### config.mk
export PLATFORM = sky130hd
export DESIGN_NAME = rvs_sqrt
export DESIGN_NICKNAME = d
export VERILOG_FILES = /design/src/sv/rvs_sqrt.sv
export SDC_FILE = /design/constraint.sdc
export NUM_CORES = 1
export LEC_CHECK = 0
export BUFFER_PORTS_ARGS = -buffer_cell sky130_fd_sc_hd__buf_2
export CAP_MARGIN = 20
export CORE_MARGIN = 3
export CORE_UTILIZATION = 45
export CTS_BUF_LIST = sky130_fd_sc_hd__clkbuf_4 sky130_fd_sc_hd__clkbuf_8
export DETAILED_ROUTE_END_ITERATION = 10
export HOLD_SLACK_MARGIN = 0.12
export PLACE_DENSITY_LB_ADDON = 0.3
export REMOVE_ABC_BUFFERS = 1
export SYNTH_ARGS = -nofsm -noshare
export SYNTH_HDL_FRONTEND = slang
export SYNTH_SLANG_ARGS = --single-unit
### constraint.sdc
create_clock -name clock -period 7.4 [get_ports clock]
set_input_delay 1.11 -clock clock [delete_from_list [all_inputs] [get_ports clock]]
set_output_delay 1.11 -clock clock [all_outputs]
set_load 0.01 [all_outputs]
### src/sv/rvs_sqrt.sv
// Pipelined digit-by-digit integer square root, one result bit per stage.
`default_nettype none
module rvs_sqrt #(
   parameter int N = 15,
   parameter int SW = 8
) (
   input  wire logic clock,
   input  wire logic en,
   input  wire logic [2*N-1:0] rad_in,
   input  wire logic [SW-1:0] side_in,
   output logic [N-1:0] root_out,
   output logic [SW-1:0] side_out
);
   localparam int RW = N + 3;

   logic [RW-1:0] rem_ff [N-1];
   logic [2*N-1:0] rad_ff [N-1];
   logic [N-1:0] root_ff [N];
   logic [SW-1:0] side_ff [N];

   for (genvar j = 0; j < N; j++) begin : g_step
      logic [RW-1:0] rem_p, rem_s, trial;
      logic [N-1:0] root_p;
      logic [2*N-1:0] rad_p;
      logic [SW-1:0] side_p;
      logic take;

      if (j == 0) begin : g_first
         assign rem_p = '0;
         assign root_p = '0;
         assign rad_p = rad_in;
         assign side_p = side_in;
      end else begin : g_next
         assign rem_p = rem_ff[j-1];
         assign root_p = root_ff[j-1];
         assign rad_p = rad_ff[j-1];
         assign side_p = side_ff[j-1];
      end

      assign rem_s = {rem_p[RW-3:0], rad_p[2*N-1 -: 2]};
      assign trial = RW'({root_p, 2'b01});
      assign take = rem_s >= trial;

      always_ff @(posedge clock) begin
         if (en) begin
            root_ff[j] <= {root_p[N-2:0], take};
            side_ff[j] <= side_p;
         end
      end

      if (j < N - 1) begin : g_carry
         always_ff @(posedge clock) begin
            if (en) begin
               rem_ff[j] <= take ? rem_s - trial : rem_s;
               rad_ff[j] <= rad_p << 2;
            end
         end
      end
   end

   assign root_out = root_ff[N-1];
   assign side_out = side_ff[N-1];
endmodule
`default_nettype wire

==> metrics.json <==
{
  "dp_cells": {"value": 2840},
  "routed_wire_length_per_instance": {"value": 15.6, "unit": "um"},
  "number_of_enable_flip_flop_cells_after_synthesis": {"value": 658},
  "clock_sink_count": {"value": 658},
  "power.total": {"value": 8.86, "unit": "mW"},
  "std_cell_rows": {"value": 91},
  "holdWs": {"value": 0.400, "unit": "ns"},
  "area_overhead_of_the_layout_relative_to_synthesis": {"value": 12.1, "unit": "%"},
  "post-place-ws": {"value": 4.12, "unit": "ns"},
  "postSynth.asyncResetShare": {"value": 0},
  "path_max_fanout": {"value": 16},
  "finalCritPeriodShare": {"value": 0.431},
  "status": {"value": "finished clean"},
  "antenna_found_initial": {"value": 0},
  "number_of_nets_in_the_layout": {"value": 2286},
  "drc_errors": {"value": 0},
  "ctsResizeCount": {"value": 0},
  "synth_ff_type": {"value": "sky130_fd_sc_hd__edfxtp_1"},
  "finish.utilization": {"value": 0.511},
  "place_area": {"value": 29500, "unit": "um^2"},
  "maxClockFrequency": {"value": 314, "unit": "MHz"},
  "final_count_of_hold_timing_violations": {"value": 0},
  "rsz0062_at_grt": {"value": "no"},
  "r2r-start": {"value": "rem_ff[1][41]$_DFFE_PP_"},
  "grt.total_usage": {"value": 0.144},
  "hold_path.class": {"value": "flip-flop to flip-flop"},
  "layout_setup_ws": {"value": 4.21, "unit": "ns"},
  "post_synth.cell_area_avg": {"value": 14.4, "unit": "um^2"},
  "max-vdd-ir-drop": {"value": 0.142, "unit": "mV"},
  "setup_viol_count_final": {"value": 0},
  "total_leakage_power": {"value": 12.0, "unit": "nW"},
  "drt_first_iter_violations": {"value": 1128},
  "postRouteAntennaNets": {"value": 0},
  "effective_utilization_at_floorplan": {"value": 0.455},
  "die_h": {"value": 256, "unit": "um"},
  "instances_no_fill": {"value": 3037},
  "max-slew-margin-rel": {"value": 0.305},
  "power.density": {"value": 281, "unit": "nW/um^2"},
  "cp-end-kind": {"value": "flip-flop"},
  "io_buffer_count": {"value": 62},
  "vias_in_the_first_global_route": {"value": 15493},
  "grt_first_pass_wirelength": {"value": 76700, "unit": "um"},
  "globalplace.congestion": {"value": 0.827},
  "final.setup.tns": {"value": 0, "unit": "ns"},
  "detailed_route_via_count": {"value": 15363},
  "cell_count_of_the_worst_reg_to_reg_path": {"value": 7},
  "mappedNetlistArea": {"value": 28200, "unit": "um^2"},
  "min_to": {"value": "rad_ff[0][63]$_DFFE_PP_"},
  "crit_path_required_time": {"value": 7.86, "unit": "ns"},
  "detailed_routing_iteration_count_for_the_pre_antenna_repair_pass": {"value": 5},
  "rrSetupSlack": {"value": 4.21, "unit": "ns"},
  "core_footprint": {"value": 61800, "unit": "um^2"},
  "synth.yosys.warnings": {"value": 0},
  "report.final.slew_viol_count": {"value": 0},
  "start_kind": {"value": "flip-flop"},
  "fp.dieW": {"value": 256, "unit": "um"},
  "clock_latency": {"value": 0.70, "unit": "ns"},
  "timing.hold.worst_path_depth": {"value": 0},
  "post-route-min-period": {"value": 3.19, "unit": "ns"},
  "critPathArrivalTime": {"value": 3.65, "unit": "ns"},
  "drive_above_1_share": {"value": 0.128},
  "hold_start": {"value": "rad_ff[0][33]$_DFFE_PP_"},
  "detailed_place_hpwl": {"value": 32000, "unit": "um"},
  "synth.ff_latch_count": {"value": 658},
  "post_cts_hold_buffer_count": {"value": 0},
  "cts-root-to-sink-buffers": {"value": 3},
  "io_pins": {"value": 63},
  "totalWireLength": {"value": 47300, "unit": "um"},
  "synth-seq-area-share": {"value": 0.702},
  "top_cells_by_area_in_the_synthesized_netlist": {"value": "sky130_fd_sc_hd__edfxtp_1, sky130_fd_sc_hd__ha_1, sky130_fd_sc_hd__xnor2_1, sky130_fd_sc_hd__a21oi_1, sky130_fd_sc_hd__inv_1"},
  "fillCellCount": {"value": 5175},
  "rr_endpoint": {"value": "rem_ff[1][56]$_DFFE_PP_"},
  "postCtsSetupBuffers": {"value": 0},
  "clock_tree.htree_level_count": {"value": 3},
  "drt-vias-per-instance": {"value": 5.06},
  "post_synth_num_cell_types": {"value": 72},
  "clkSlewWorstSetupHoldPaths": {"value": 0.06, "unit": "ns"},
  "max_cap_violations": {"value": 0},
  "numCtsBuffers": {"value": 106},
  "synth.top_cell.area_share": {"value": 0.702},
  "finalClockSkew": {"value": 0.0433, "unit": "ns"},
  "max_slew.worst_pin.slew": {"value": 1.04, "unit": "ns"},
  "tritoncts": {"value": "yes"},
  "crit_type": {"value": "flip-flop to flip-flop"},
  "grt-ovfl-total": {"value": 0},
  "die_area": {"value": 65600, "unit": "um^2"},
  "post-route-cell-area": {"value": 31600, "unit": "um^2"},
  "syn-instance-count": {"value": 1957},
  "clockRootBuffer": {"value": "sky130_fd_sc_hd__clkbuf_8"},
  "grt_start_max_net_pins": {"value": 162},
  "synth_area_leader_cell": {"value": "sky130_fd_sc_hd__edfxtp_1"},
  "n_diodes": {"value": 0}
}
worst max path at each step:
stage                                  startpoint                      end  slack (ns)
after floorplan           rem_ff[0][74]$_DFFE_PP_  rem_ff[0][98]$_DFFE_PP_        4.64
after global placement                         en  rem_ff[1][51]$_DFFE_PP_        4.19
after detailed placement                       en  side_ff[1][3]$_DFFE_PP_        4.12
after CTS                 rem_ff[1][41]$_DFFE_PP_  rem_ff[1][56]$_DFFE_PP_        4.24
after global routing      rem_ff[1][43]$_DFFE_PP_  rem_ff[1][56]$_DFFE_PP_        4.04
final                     rem_ff[1][41]$_DFFE_PP_  rem_ff[1][56]$_DFFE_PP_        4.21
cells in the final DEF, fill, tap and decap left out, drive strengths merged, types with 8 or more instances in the layout:
cell | Yosys | layout
nand4 | 13 | 13
clkinv | 1 | 53
nor2 | 133 | 133
buf | 12 | 69
a31oi | 11 | 11
nor3 | 41 | 41
xor2 | 62 | 62
nor2b | 23 | 23
ha | 135 | 135
clkbuf | 11 | 138
a21oi | 129 | 129
xnor2 | 84 | 84
a21o | 22 | 22
nand3 | 31 | 31
edfxtp | 658 | 658
nand2b | 30 | 30
or2 | 10 | 10
mux2 | 28 | 28
nor4 | 19 | 19
o31ai | 11 | 11
o21a | 21 | 21
o21ai | 89 | 89
o31a | 8 | 8
or3 | 20 | 20
and3 | 12 | 12
inv | 168 | 172
nand2 | 91 | 91
flip-flops by register name, summed over array words and instances (netlist names):
| register | count |
|---|---|
| rad_ff | 210 |
| rem_ff | 208 |
| root_ff | 120 |
| side_ff | 120 |
cells by family after synthesis:
| kind of cell | count (synthesis) | synth area share |
|---|---|---|
| xor gates and xnor gates | 146 | 0.0454 |
| AOI/OAI and AO/OA | 338 | 0.0726 |
| and+or+nand+nor | 455 | 0.0803 |
| buffers and inverters | 192 | 0.0268 |
| DFF | 658 | 0.702 |
| muxes | 32 | 0.0130 |
| other | 1 | 0.000133 |
| adders and majority gates | 135 | 0.0600 |
Yosys cell counts, types with 5 or more instances:
cell type	number
sky130_fd_sc_hd__clkbuf_1	11
sky130_fd_sc_hd__o21ai_0	88
sky130_fd_sc_hd__or2_2	9
sky130_fd_sc_hd__o31ai_1	11
sky130_fd_sc_hd__o31a_1	8
sky130_fd_sc_hd__nand4_1	13
sky130_fd_sc_hd__xor2_1	62
sky130_fd_sc_hd__nand4b_1	5
sky130_fd_sc_hd__a21o_1	22
sky130_fd_sc_hd__and3_1	11
sky130_fd_sc_hd__a21oi_1	129
sky130_fd_sc_hd__xnor2_1	84
sky130_fd_sc_hd__nand3_1	31
sky130_fd_sc_hd__nand2_1	91
sky130_fd_sc_hd__nor3_1	41
sky130_fd_sc_hd__buf_1	5
sky130_fd_sc_hd__nor2b_1	23
sky130_fd_sc_hd__o21a_1	21
sky130_fd_sc_hd__nor4_1	18
sky130_fd_sc_hd__inv_1	167
sky130_fd_sc_hd__edfxtp_1	658
sky130_fd_sc_hd__nand3b_1	7
sky130_fd_sc_hd__mux2_2	24
sky130_fd_sc_hd__and2_1	7
sky130_fd_sc_hd__or4_1	5
sky130_fd_sc_hd__a211oi_1	6
sky130_fd_sc_hd__nand2b_1	30
sky130_fd_sc_hd__o211ai_1	5
sky130_fd_sc_hd__a31oi_1	11
sky130_fd_sc_hd__ha_1	135
sky130_fd_sc_hd__or3_1	18
sky130_fd_sc_hd__nor2_1	133
sky130_fd_sc_hd__o21bai_1	7
layout make-up:
cell class                 count  area (um^2)  share of cell area
sequential                   658        19800               0.626
multi-input combinational   1107         7640               0.242
clock buffer                 138         1710              0.0540
tap                          837         1050              0.0332
inverter                     169          634              0.0201
timing repair buffer          69          398              0.0126
clock inverter                59          380              0.0120
critical path, cell delays in order, from the launching register on:
cell and delay [ns]:
sky130_fd_sc_hd__edfxtp_1 0.41, sky130_fd_sc_hd__ha_1 0.42, sky130_fd_sc_hd__nand4_1 0.17, sky130_fd_sc_hd__nor4_1 0.48
sky130_fd_sc_hd__or4_4 0.23, sky130_fd_sc_hd__or2_1 0.10, sky130_fd_sc_hd__o31a_1 0.71, sky130_fd_sc_hd__mux2_2 0.42
where the power goes:
| group | switching (mW) | internal, mW |
|---|---|---|
| logic | 0.623 | 0.480 |
| clock network | 1.42 | 1.60 |
| registers | 0.189 | 4.56 |
| total | 2.23 | 6.63 |
per-layer routing:
layer,global-route usage,part of all wire
met1,0.172,0.42
met2,0.248,0.50
met3,0.0320,0.046
met4,0.0684,0.034
met5,0,0
(Power assumes the default switching activity.)
