$ cat src/sv/rvs_pkg.sv
// Shared constants for the Snell refraction vector block.
`default_nettype none
package rvs_pkg;
   localparam int DATA_W = 16;
   localparam int IDX_W = 16;
   localparam int IDX_FRAC = 12;
   localparam int FRAC_BITS_DEF = 14;
   localparam logic [IDX_W-1:0] INDEX_RESET = 16'd6144;
   localparam logic [DATA_W-1:0] OUT_POS_MAX = 16'h7fff;
   localparam logic [DATA_W-1:0] OUT_NEG_MAX = 16'h8000;
endpackage
`default_nettype wire

$ cat src/sv/rvs_eta_div.sv
// Iterative restoring divider that forms the entering ratio 2^(F+12) / index.
`default_nettype none
module rvs_eta_div #(
   parameter int FRAC_BITS = 14
) (
   input  wire logic clock,
   input  wire logic reset,
   input  wire logic start,
   input  wire logic [rvs_pkg::IDX_W-1:0] divisor,
   output logic busy,
   output logic [FRAC_BITS+12:0] quotient
);
   import rvs_pkg::*;
   localparam int QW = FRAC_BITS + 13;
   localparam int CNT_W = $clog2(QW + 1);

   logic [CNT_W-1:0] cnt_ff, cnt_in;
   logic [IDX_W-1:0] rem_ff, rem_in;
   logic [QW-1:0] quo_ff, quo_in;
   logic [IDX_W:0] rem_sh;
   logic fits;

   // The dividend is a single one at its top bit, so only the first step shifts in a one.
   assign rem_sh = {rem_ff, (cnt_ff == CNT_W'(QW))};
   assign fits = rem_sh >= {1'b0, divisor};

   always_comb begin
      cnt_in = cnt_ff;
      rem_in = rem_ff;
      quo_in = quo_ff;
      if (start) begin
         cnt_in = CNT_W'(QW);
         rem_in = '0;
      end else if (cnt_ff != '0) begin
         cnt_in = cnt_ff - 1'b1;
         rem_in = fits ? IDX_W'(rem_sh - {1'b0, divisor}) : rem_sh[IDX_W-1:0];
         quo_in = {quo_ff[QW-2:0], fits};
      end
   end

   always_ff @(posedge clock) begin
      if (reset) begin
         cnt_ff <= CNT_W'(QW);
         rem_ff <= '0;
      end else begin
         cnt_ff <= cnt_in;
         rem_ff <= rem_in;
      end
      quo_ff <= quo_in;
   end

   assign busy = cnt_ff != '0;
   assign quotient = quo_ff;
endmodule
`default_nettype wire

$ cat config.mk
export PLATFORM = sky130hd
export DESIGN_NAME = rvs_eta_div
export DESIGN_NICKNAME = d
export VERILOG_FILES = /design/src/sv/rvs_pkg.sv /design/src/sv/rvs_eta_div.sv
export SDC_FILE = /design/constraint.sdc
export NUM_CORES = 1
export LEC_CHECK = 0
export ABC_AREA = 1
export BUFFER_PORTS_ARGS = -buffer_cell sky130_fd_sc_hd__buf_2
export CAP_MARGIN = 15
export CORE_MARGIN = 8
export CORE_UTILIZATION = 50
export CTS_CLUSTER_DIAMETER = 150
export DETAILED_ROUTE_END_ITERATION = 16
export PLACE_DENSITY_LB_ADDON = 0.08
export SKIP_LAST_GASP = 1
export SYNTH_ARGS = -nofsm -noshare
export SYNTH_HDL_FRONTEND = slang
export SYNTH_SLANG_ARGS = --single-unit
$ cat constraint.sdc
create_clock -name clock -period 3.4 [get_ports clock]
set_input_delay 0.68 -clock clock [delete_from_list [all_inputs] [get_ports clock]]
set_output_delay 0.68 -clock clock [all_outputs]
set_load 0.1 [all_outputs]
==> qor.txt, run 1 <==
============================================================================================
N_diodes ......................................................................            0
Top-area cell type share of the netlist area ..................................        0.261
Clock tree root buffer cell ................................................... sky130_fd_sc_hd__clkbuf_8
EDFF count, synth .............................................................           27
Number of DRC markers after the initial detailed-route iteration ..............          198
Main area contributors after synthesis ........................................ sky130_fd_sc_hd__edfxtp_1, sky130_fd_sc_hd__nand2_1, sky130_fd_sc_hd__dfxtp_1, sky130_fd_sc_hd__inv_1, sky130_fd_sc_hd__ha_1
Worst stage delay on the critical path ........................................       530 ps
Cell family with the largest share of critical-path delay ..................... buffers and inverters
HP Class ...................................................................... flop to flop
Xor/xnor share of the synthesized area ........................................       0.0169
Status ........................................................................ complete, no violations
Sequential element share of the synthesized area ..............................        0.397
Port Buffers ..................................................................           46
Post-detailed-route count of antenna-violating nets ...........................            0
Via count of the first global-routing pass ....................................         2483
Number of CTS-inserted buffers ................................................            5
Global-route wire length before repair ........................................     11900 um
Count of final setup violators ................................................            0
Number of placement rows ......................................................           28
Area added between synthesis and finish .......................................        12.1%
Number of antenna violations at the first check in global routing .............            0
Core utilization of the finished layout .......................................        0.584
Area share of fa/ha/maj cells after synthesis .................................       0.0831
Horizontal die dimension ......................................................      94.8 um
Share of synthesized registers carrying an async set or reset .................            0
Fraction of layout cells with a size suffix above 1 ...........................        0.177
Post-layout minimum cycle time ................................................      2660 ps
Overall track demand over capacity in global routing ..........................        0.167
Post-route fraction of the period consumed by the critical path ...............        0.783
Register bit total from synthesis .............................................           48
Synthesized cell area .........................................................    3100 um^2
Max capacitance violation total ...............................................            0
Layout Skew ...................................................................      11.7 ps
Max-slew headroom .............................................................        0.572
Arrival time reported for the critical path endpoint ..........................      1980 ps
Clock edge transition at the registers on the reported setup and hold paths ...        90 ps
Final HPWL from detailed placement ............................................      5810 um
Initial standard-cell utilization of the core .................................        0.521
Achievable frequency ..........................................................    0.376 GHz
Final-report hold violation count .............................................            0
Vias per Instance .............................................................         4.87
Cts hold-fix bufs .............................................................            0
Number of instances resized during post-cts repair ............................            0
Cell variety after synth ......................................................           37
Bufs on Longest Clock Path ....................................................            2
Count of yosys warnings during synthesis ......................................            0
Basic-gate share of the synthesized area counting and, or, nand and nor cells .        0.335
Synthesized netlist net count .................................................          451
Critical Path Sink Type ....................................................... primary output
Core Region ...................................................................    5960 um^2
Total via count in the routed design ..........................................         2617
Clock tree from TritonCTS .....................................................        built
Wire length per cell after detailed routing ...................................      13.7 um
Number of search-and-repair iterations in the first detailed-routing pass .....            4
Total global routing overflow .................................................            0
Most frequent CP cell ......................................................... sky130_fd_sc_hd__inv_1
Largest net degree at the start of global routing .............................           28
Worst ir drop on vdd ..........................................................   0.000406 V
Top cell type by total area after synthesis ................................... sky130_fd_sc_hd__edfxtp_1
Critical Path Fanout Max ......................................................           18
Setup TNS after final layout ..................................................         0 ps
Number of buffers inserted by post-CTS setup repair ...........................            0
Top FF cell, synth ............................................................ sky130_fd_sc_hd__edfxtp_1
Dominant combinational cell family by area after synthesis .................... simple AND/OR/NAND/NOR gates
Number of clock sinks seen by CTS .............................................           48
Worst path bufs/invs ..........................................................            3
Worst Tran Pin Value ..........................................................       640 ps
Critical-path top delay cell .................................................. sky130_fd_sc_hd__buf_2
Most instantiated library cell after synthesis ................................ sky130_fd_sc_hd__nand2_1
Die boundary height ...........................................................      94.8 um
Startpoint class of the critical path .........................................         flop
Area of the die ...............................................................    8980 um^2
Leakage .......................................................................      1.89 nW
Max-slew violation count ......................................................            0
Share of synthesized area spent on multiplexers ...............................            0
RSZ-0062 raised after global routing ..........................................        false
Cell Chain, Critical Path ..................................................... inv_1 -> ha_1 -> inv_1 -> nor2_1 -> nand2_1 -> buf_2
Worst skew pair latency .......................................................       300 ps
Global placer's final weighted congestion .....................................        0.884
Required time worst endpoint ..................................................      2720 ps
Crit path kind ................................................................ flop to primary output
Ports placed on the boundary ..................................................           47
Compound-Gate Fraction of Synth Area ..........................................       0.0500
Sum of routed wire length over all layers .....................................      7340 um
Number of cells produced by synthesis .........................................          412
Leading post-synthesis cells by instance count ................................ sky130_fd_sc_hd__nand2_1, sky130_fd_sc_hd__inv_1, sky130_fd_sc_hd__nand3_1
Total power divided by cell area ..............................................  384 nW/um^2
Fin nets ......................................................................          500
Post-synthesis area per instance ..............................................    7.53 um^2
DRC Markers ...................................................................            0
Total number of H-tree levels .................................................            2
============================================================================================
==> report_power, final <==
group / switching, mW / total, mW / internal [mW]
registers: 0.0177 / 0.662 / 0.645
clock network: 0.194 / 0.336 / 0.142
logic: 0.255 / 0.337 / 0.0824
==> flip-flops by register name, summed over array words and instances (netlist names) <==
name      flops
cnt_ff        5
rem_ff       16
quotient     27
==> routing by layer <==
metal | vias to the layer above | share of wire | global-route usage
li1 | 1390 | - | -
met1 | 1167 | 0.46 | 0.223
met2 | 55 | 0.47 | 0.274
met3 | 5 | 0.062 | 0.0349
met4 | 0 | 0.0054 | 0.0312
met5 | - | 0 | 0
==> worst register-to-register path: stages (launching register included) <==
cell	delay [ps]
sky130_fd_sc_hd__dfxtp_1	380
sky130_fd_sc_hd__ha_1	160
sky130_fd_sc_hd__nand4_1	160
sky130_fd_sc_hd__ha_1	250
sky130_fd_sc_hd__fa_1	410
sky130_fd_sc_hd__inv_1	120
sky130_fd_sc_hd__nand3_1	70
sky130_fd_sc_hd__nand3_1	130
sky130_fd_sc_hd__nand3_1	130
sky130_fd_sc_hd__nand4_1	100
sky130_fd_sc_hd__nand3_1	100
sky130_fd_sc_hd__nand3_1	100
sky130_fd_sc_hd__nand2_1	70
==> metrics by stage <==
| stage | cell area, um^2 | power [mW] | cells | hold WS (ps) | setup slack [ps] |
|---|---|---|---|---|---|
| after floorplan | 3100 | 0.940 | 412 | 448 | 612 |
| after global placement | 3390 | 1.01 | 529 | 423 | 902 |
| after detailed placement | 3390 | 1.01 | 529 | 429 | 890 |
| after CTS | 3480 | 1.34 | 537 | 450 | 733 |
| after global routing | 3480 | 1.40 | 537 | 454 | 598 |
| final | 3480 | 1.34 | 537 | 451 | 738 |
==> cells by family (layout without fill, tap and decap cells) <==
group / Yosys count / in the layout
and+or+nand+nor: 222 / 222
buffers and inverters: 90 / 140
DFF: 48 / 48
AOI/OAI and AO/OA: 26 / 26
adders and majority gates: 20 / 20
xor gates and xnor gates: 6 / 6
==> final timing paths <==
path	startpoint	endpoint	slack (ps)	depth (start not counted)
setup / recovery	cnt_ff[0]	busy	740	6
hold / removal	quotient[21]	quotient[22]	450	0
setup reg to reg	cnt_ff[0]	rem_ff[12]	1110	12
hold reg to reg	quotient[21]	quotient[22]	450	0
==> placed cells by master, fill, tap and decap left out, types with 2 or more instances in the layout <==
| master | n |
|---|---|
| sky130_fd_sc_hd__a21oi_2 | 3 |
| sky130_fd_sc_hd__clkbuf_8 | 5 |
| sky130_fd_sc_hd__nand4_1 | 6 |
| sky130_fd_sc_hd__dfxtp_1 | 21 |
| sky130_fd_sc_hd__clkinv_1 | 3 |
| sky130_fd_sc_hd__o21bai_1 | 2 |
| sky130_fd_sc_hd__edfxtp_1 | 27 |
| sky130_fd_sc_hd__nand3_2 | 2 |
| sky130_fd_sc_hd__o21ai_1 | 2 |
| sky130_fd_sc_hd__nand3b_1 | 5 |
| sky130_fd_sc_hd__nor2_4 | 3 |
| sky130_fd_sc_hd__buf_2 | 46 |
| sky130_fd_sc_hd__xor2_1 | 5 |
| sky130_fd_sc_hd__nand2_2 | 8 |
| sky130_fd_sc_hd__inv_2 | 2 |
| sky130_fd_sc_hd__nor2_2 | 5 |
| sky130_fd_sc_hd__clkinvlp_4 | 2 |
| sky130_fd_sc_hd__nand3_1 | 44 |
| sky130_fd_sc_hd__inv_1 | 81 |
| sky130_fd_sc_hd__nor2_1 | 22 |
| sky130_fd_sc_hd__nand2_1 | 120 |
| sky130_fd_sc_hd__o21ai_0 | 10 |
| sky130_fd_sc_hd__ha_1 | 19 |
| sky130_fd_sc_hd__a21oi_1 | 6 |
==> layout make-up <==
cell class / instances / area (um^2)
multi-input combinational: 274 / 1510
clock inverter: 3 / 18.8
fill: 610 / 2480
timing repair buffer: 47 / 238
clock buffer: 5 / 68.8
tap: 75 / 93.8
inverter: 85 / 319
sequential: 48 / 1230
Note: power is estimated with default switching activity, not from simulation.
==> inputs of run 2 (changes only) <==
ABC_AREA = 0   (was 1)
clock period = 2.8 ns   (was 3.4 ns; I/O delays follow)
==> run 2 against run 1 <==
Critical path depth increased by 6. Final area decreased by 8.1%. Die area decreased by 13%. Combinational power decreased by 11%. Global-route usage decreased by 1.1 points. Synthesized area decreased by 15%. Clock power increased by 54%. Flip-flop and latch count unchanged. Utilization increased by 4.6 points. Setup slack got worse by 580 ps. Critical endpoint is now rem_ff[10].
==> qor.txt, run 2 <==
==========================================================================================
HP Class .................................................................... flop to flop
EDFF count, synth ...........................................................           27   unchanged
Worst path bufs/invs ........................................................            1   -2
Global placer's final weighted congestion ...................................        0.828   -6.4%
Initial standard-cell utilization of the core ...............................        0.517   -0.00428
Wire length per cell after detailed routing .................................      14.7 um   +7.2%
Final HPWL from detailed placement ..........................................      4400 um   -24%
Commonest cells after routing, fill and taps aside .......................... sky130_fd_sc_hd__buf_2, sky130_fd_sc_hd__edfxtp_1, sky130_fd_sc_hd__o21ai_0
Register bit total from synthesis ...........................................           48   unchanged
Sum of routed wire length over all layers ...................................      5760 um   -22%
Largest net degree at the start of global routing ...........................           33   +18%
Post-synthesis area per instance ............................................    10.1 um^2   +34%
Max-slew violation count ....................................................            0   unchanged
Bufs on Longest Clock Path ..................................................            2   unchanged
Number of placed instances, taps included ...................................          384   -27%
Cell variety after synth ....................................................           45   +22%
Leakage .....................................................................      1.34 nW   -29%
Number of antenna violations at the first check in global routing ...........            0   unchanged
Critical Path Sink Type .....................................................         flop
Top FF cell, synth .......................................................... sky130_fd_sc_hd__edfxtp_1
Clock tree from TritonCTS ...................................................        built
Post-route fraction of the period consumed by the critical path .............        0.942
Die boundary height .........................................................      88.4 um   -6.7%
Overall track demand over capacity in global routing ........................        0.156   -0.0110
Cell Chain, Critical Path ................................................... ha_4 -> nand4b_1 -> ha_2 -> fa_2 -> and2b_2 -> o2111ai_4 -> a211oi_4 -> buf_4 -> nor2_1 -> xnor2_1 -> mux2i_1 -> a21oi_1
Number of clock sinks seen by CTS ...........................................           48   unchanged
Ports placed on the boundary ................................................           47   unchanged
Number of DRC markers after the initial detailed-route iteration ............          114   -42%
N_diodes ....................................................................            0   unchanged
Total power divided by cell area ............................................  500 nW/um^2   +30%
Core utilization of the finished layout .....................................        0.630   +0.0459
Synthesized cell area .......................................................    2620 um^2   -15%
Required time worst endpoint ................................................      2990 ps   +270 ps
Worst ir drop on vdd ........................................................   0.000333 V   -18%
Horizontal die dimension ....................................................      88.4 um   -6.7%
Finished Cell Area ..........................................................    3200 um^2   -8.1%
Worst hold endpoint ......................................................... quotient[11]
Worst Tran Pin Value ........................................................       597 ps   -42.7 ps
Area added between synthesis and finish .....................................        21.9%
Main area contributors after synthesis ...................................... sky130_fd_sc_hd__edfxtp_1, sky130_fd_sc_hd__dfxtp_1, sky130_fd_sc_hd__ha_1, sky130_fd_sc_hd__o21ai_0, sky130_fd_sc_hd__a21oi_1
Critical-path top delay cell ................................................ sky130_fd_sc_hd__dfxtp_2
Top cell type by total area after synthesis ................................. sky130_fd_sc_hd__edfxtp_1
Synthesized netlist net count ...............................................          299   -34%
Count of yosys warnings during synthesis ....................................            0   unchanged
Slack of the worst reg-to-reg path ..........................................       160 ps   -950 ps
Count of final setup violators ..............................................            0   unchanged
Area of the die .............................................................    7820 um^2   -13%
Most frequent standard cell in the layout excluding fill and tap cells ...... sky130_fd_sc_hd__buf_2
Worst Hold Launch ........................................................... quotient[10]
Startpoint class of the critical path .......................................         flop
Total via count in the routed design ........................................         2046   -22%
Leading post-synthesis cells by instance count .............................. sky130_fd_sc_hd__edfxtp_1, sky130_fd_sc_hd__o21ai_0, sky130_fd_sc_hd__a21oi_1
Critical Path Start .........................................................    cnt_ff[1]
Top-area cell type share of the netlist area ................................        0.309   +0.0479
Share of synthesized registers carrying an async set or reset ...............            0   unchanged
Max-slew headroom ...........................................................        0.600   +0.0286
Vias per Instance ...........................................................         5.21   +6.8%
Cts hold-fix bufs ...........................................................            0   unchanged
FF-to-FF path depth .........................................................           12   unchanged
Number of cells produced by synthesis .......................................          260   -37%
Crit path kind .............................................................. flop to flop
Fin nets ....................................................................          361   -28%
Total global routing overflow ...............................................            0   unchanged
Clock tree root buffer cell ................................................. sky130_fd_sc_hd__clkbuf_8
Worst stage delay on the critical path ......................................       380 ps   -150 ps
Fraction of layout cells with a size suffix above 1 .........................        0.266   +0.0888
Cell family with the largest share of critical-path delay ...................  adder cells
Post-route insts no fill ....................................................          393   -27%
DRC Markers .................................................................            0   unchanged
Total number of H-tree levels ...............................................            2   unchanged
Status ...................................................................... complete, no violations
Sequential element share of the synthesized area ............................        0.470   +0.0728
Layout Skew .................................................................      10.4 ps   -1.31 ps
Max reg flops ...............................................................           27   unchanged
Critical Path Fanout Max ....................................................            4   -14
Number of search-and-repair iterations in the first detailed-routing pass ...            4   unchanged
Worst skew pair latency .....................................................       310 ps   about the same
Number of CTS-inserted buffers ..............................................            5   unchanged
Max capacitance violation total .............................................            0   unchanged
Port Buffers ................................................................           46   unchanged
Final-report hold violation count ...........................................            0   unchanged
Arrival time reported for the critical path endpoint ........................      2830 ps   +850 ps
Number of placement rows ....................................................           26   -7.1%
Beginning of the worst register-to-register path ............................    cnt_ff[1]
Placed inst area ............................................................    3020 um^2   -11%
Worst Hold Depth ............................................................            0   unchanged
Core Region .................................................................    5070 um^2   -15%
Post-layout minimum cycle time ..............................................      2640 ps
Achievable frequency ........................................................    0.379 GHz
Clock edge transition at the registers on the reported setup and hold paths .        90 ps   about the same
Reg2Reg Capture Point .......................................................   rem_ff[10]
Via count of the first global-routing pass ..................................         2050   -17%
Global-route wire length before repair ......................................      9400 um   -21%
Post-detailed-route count of antenna-violating nets .........................            0   unchanged
==========================================================================================
==> run 2: metal layers <==
| metal | share of wire | wire length (um) | vias up | GRT usage |
|---|---|---|---|---|
| li1 | - | - | 1065 | - |
| met1 | 0.44 | 2560 | 930 | 0.181 |
| met2 | 0.48 | 2790 | 44 | 0.262 |
| met3 | 0.057 | 326 | 7 | 0.0501 |
| met4 | 0.015 | 89 | 0 | 0.0584 |
| met5 | 0 | 0 | - | 0 |
==> run 2: how the worst max path moves through the flow <==
| stage | to | slack, ps | cells after the start |
|---|---|---|---|
| 2_1_floorplan | busy | 290 | 5 |
| 6_report | rem_ff[10] | 160 | 12 |
| 3_3_place_gp | rem_ff[14] | -4 | 11 |
| 3_5_place_dp | rem_ff[14] | -40 | 11 |
| 4_1_cts | rem_ff[14] | 10 | 11 |
| 5_1_grt | rem_ff[10] | -3 | 12 |
==> run 2: cell families (layout without fill, tap and decap cells) <==
| family | Yosys count | count (layout) | synth area share |
|---|---|---|---|
| AOI/OAI and AO/OA | 79 | 79 | 0.181 |
| xor gates and xnor gates | 14 | 14 | 0.0468 |
| adders and majority gates | 20 | 20 | 0.0983 |
| buffers and inverters | 28 | 91 | 0.0444 |
| DFF | 48 | 48 | 0.470 |
| muxes | 12 | 12 | 0.0463 |
| and+or+nand+nor | 59 | 59 | 0.113 |
==> run 2: final cells by class <==
type,instances,area [um^2]
fill,442,1880
multi-input combinational,184,1330
sequential,48,1230
timing repair buffer,63,358
tap,70,87.6
inverter,20,75.1
clock buffer,5,68.8
clock inverter,3,46.3
==> run 2: where the power goes <==
| group | switching (mW) | internal (mW) |
|---|---|---|
| registers | 0.0126 | 0.771 |
| clock network | 0.247 | 0.269 |
| logic | 0.229 | 0.0703 |
==> run 2: what timing repair did <==
| item | CTS | global route |
|---|---|---|
| resized for setup | 0 | 12 |
| pin swaps | 1 | 2 |
| cloned | 0 | 0 |
| setup buffers | 1 | 0 |
| endpoints found under the setup margin | 1 | 3 |
==> run 2: per-stage QoR <==
| stage | hold WS, ps | TNS (ps) | setup slack [ps] | total power, mW |
|---|---|---|---|---|
| 2_1_floorplan | 450 | 0 | 288 | 1.03 |
| 3_3_place_gp | 425 | -4.47 | -4.47 | 1.09 |
| 3_5_place_dp | 433 | -35.7 | -35.7 | 1.09 |
| 4_1_cts | 445 | 0 | 11.4 | 1.62 |
| 5_1_grt | 472 | -2.77 | -2.77 | 1.67 |
| 6_report | 447 | 0 | 163 | 1.60 |
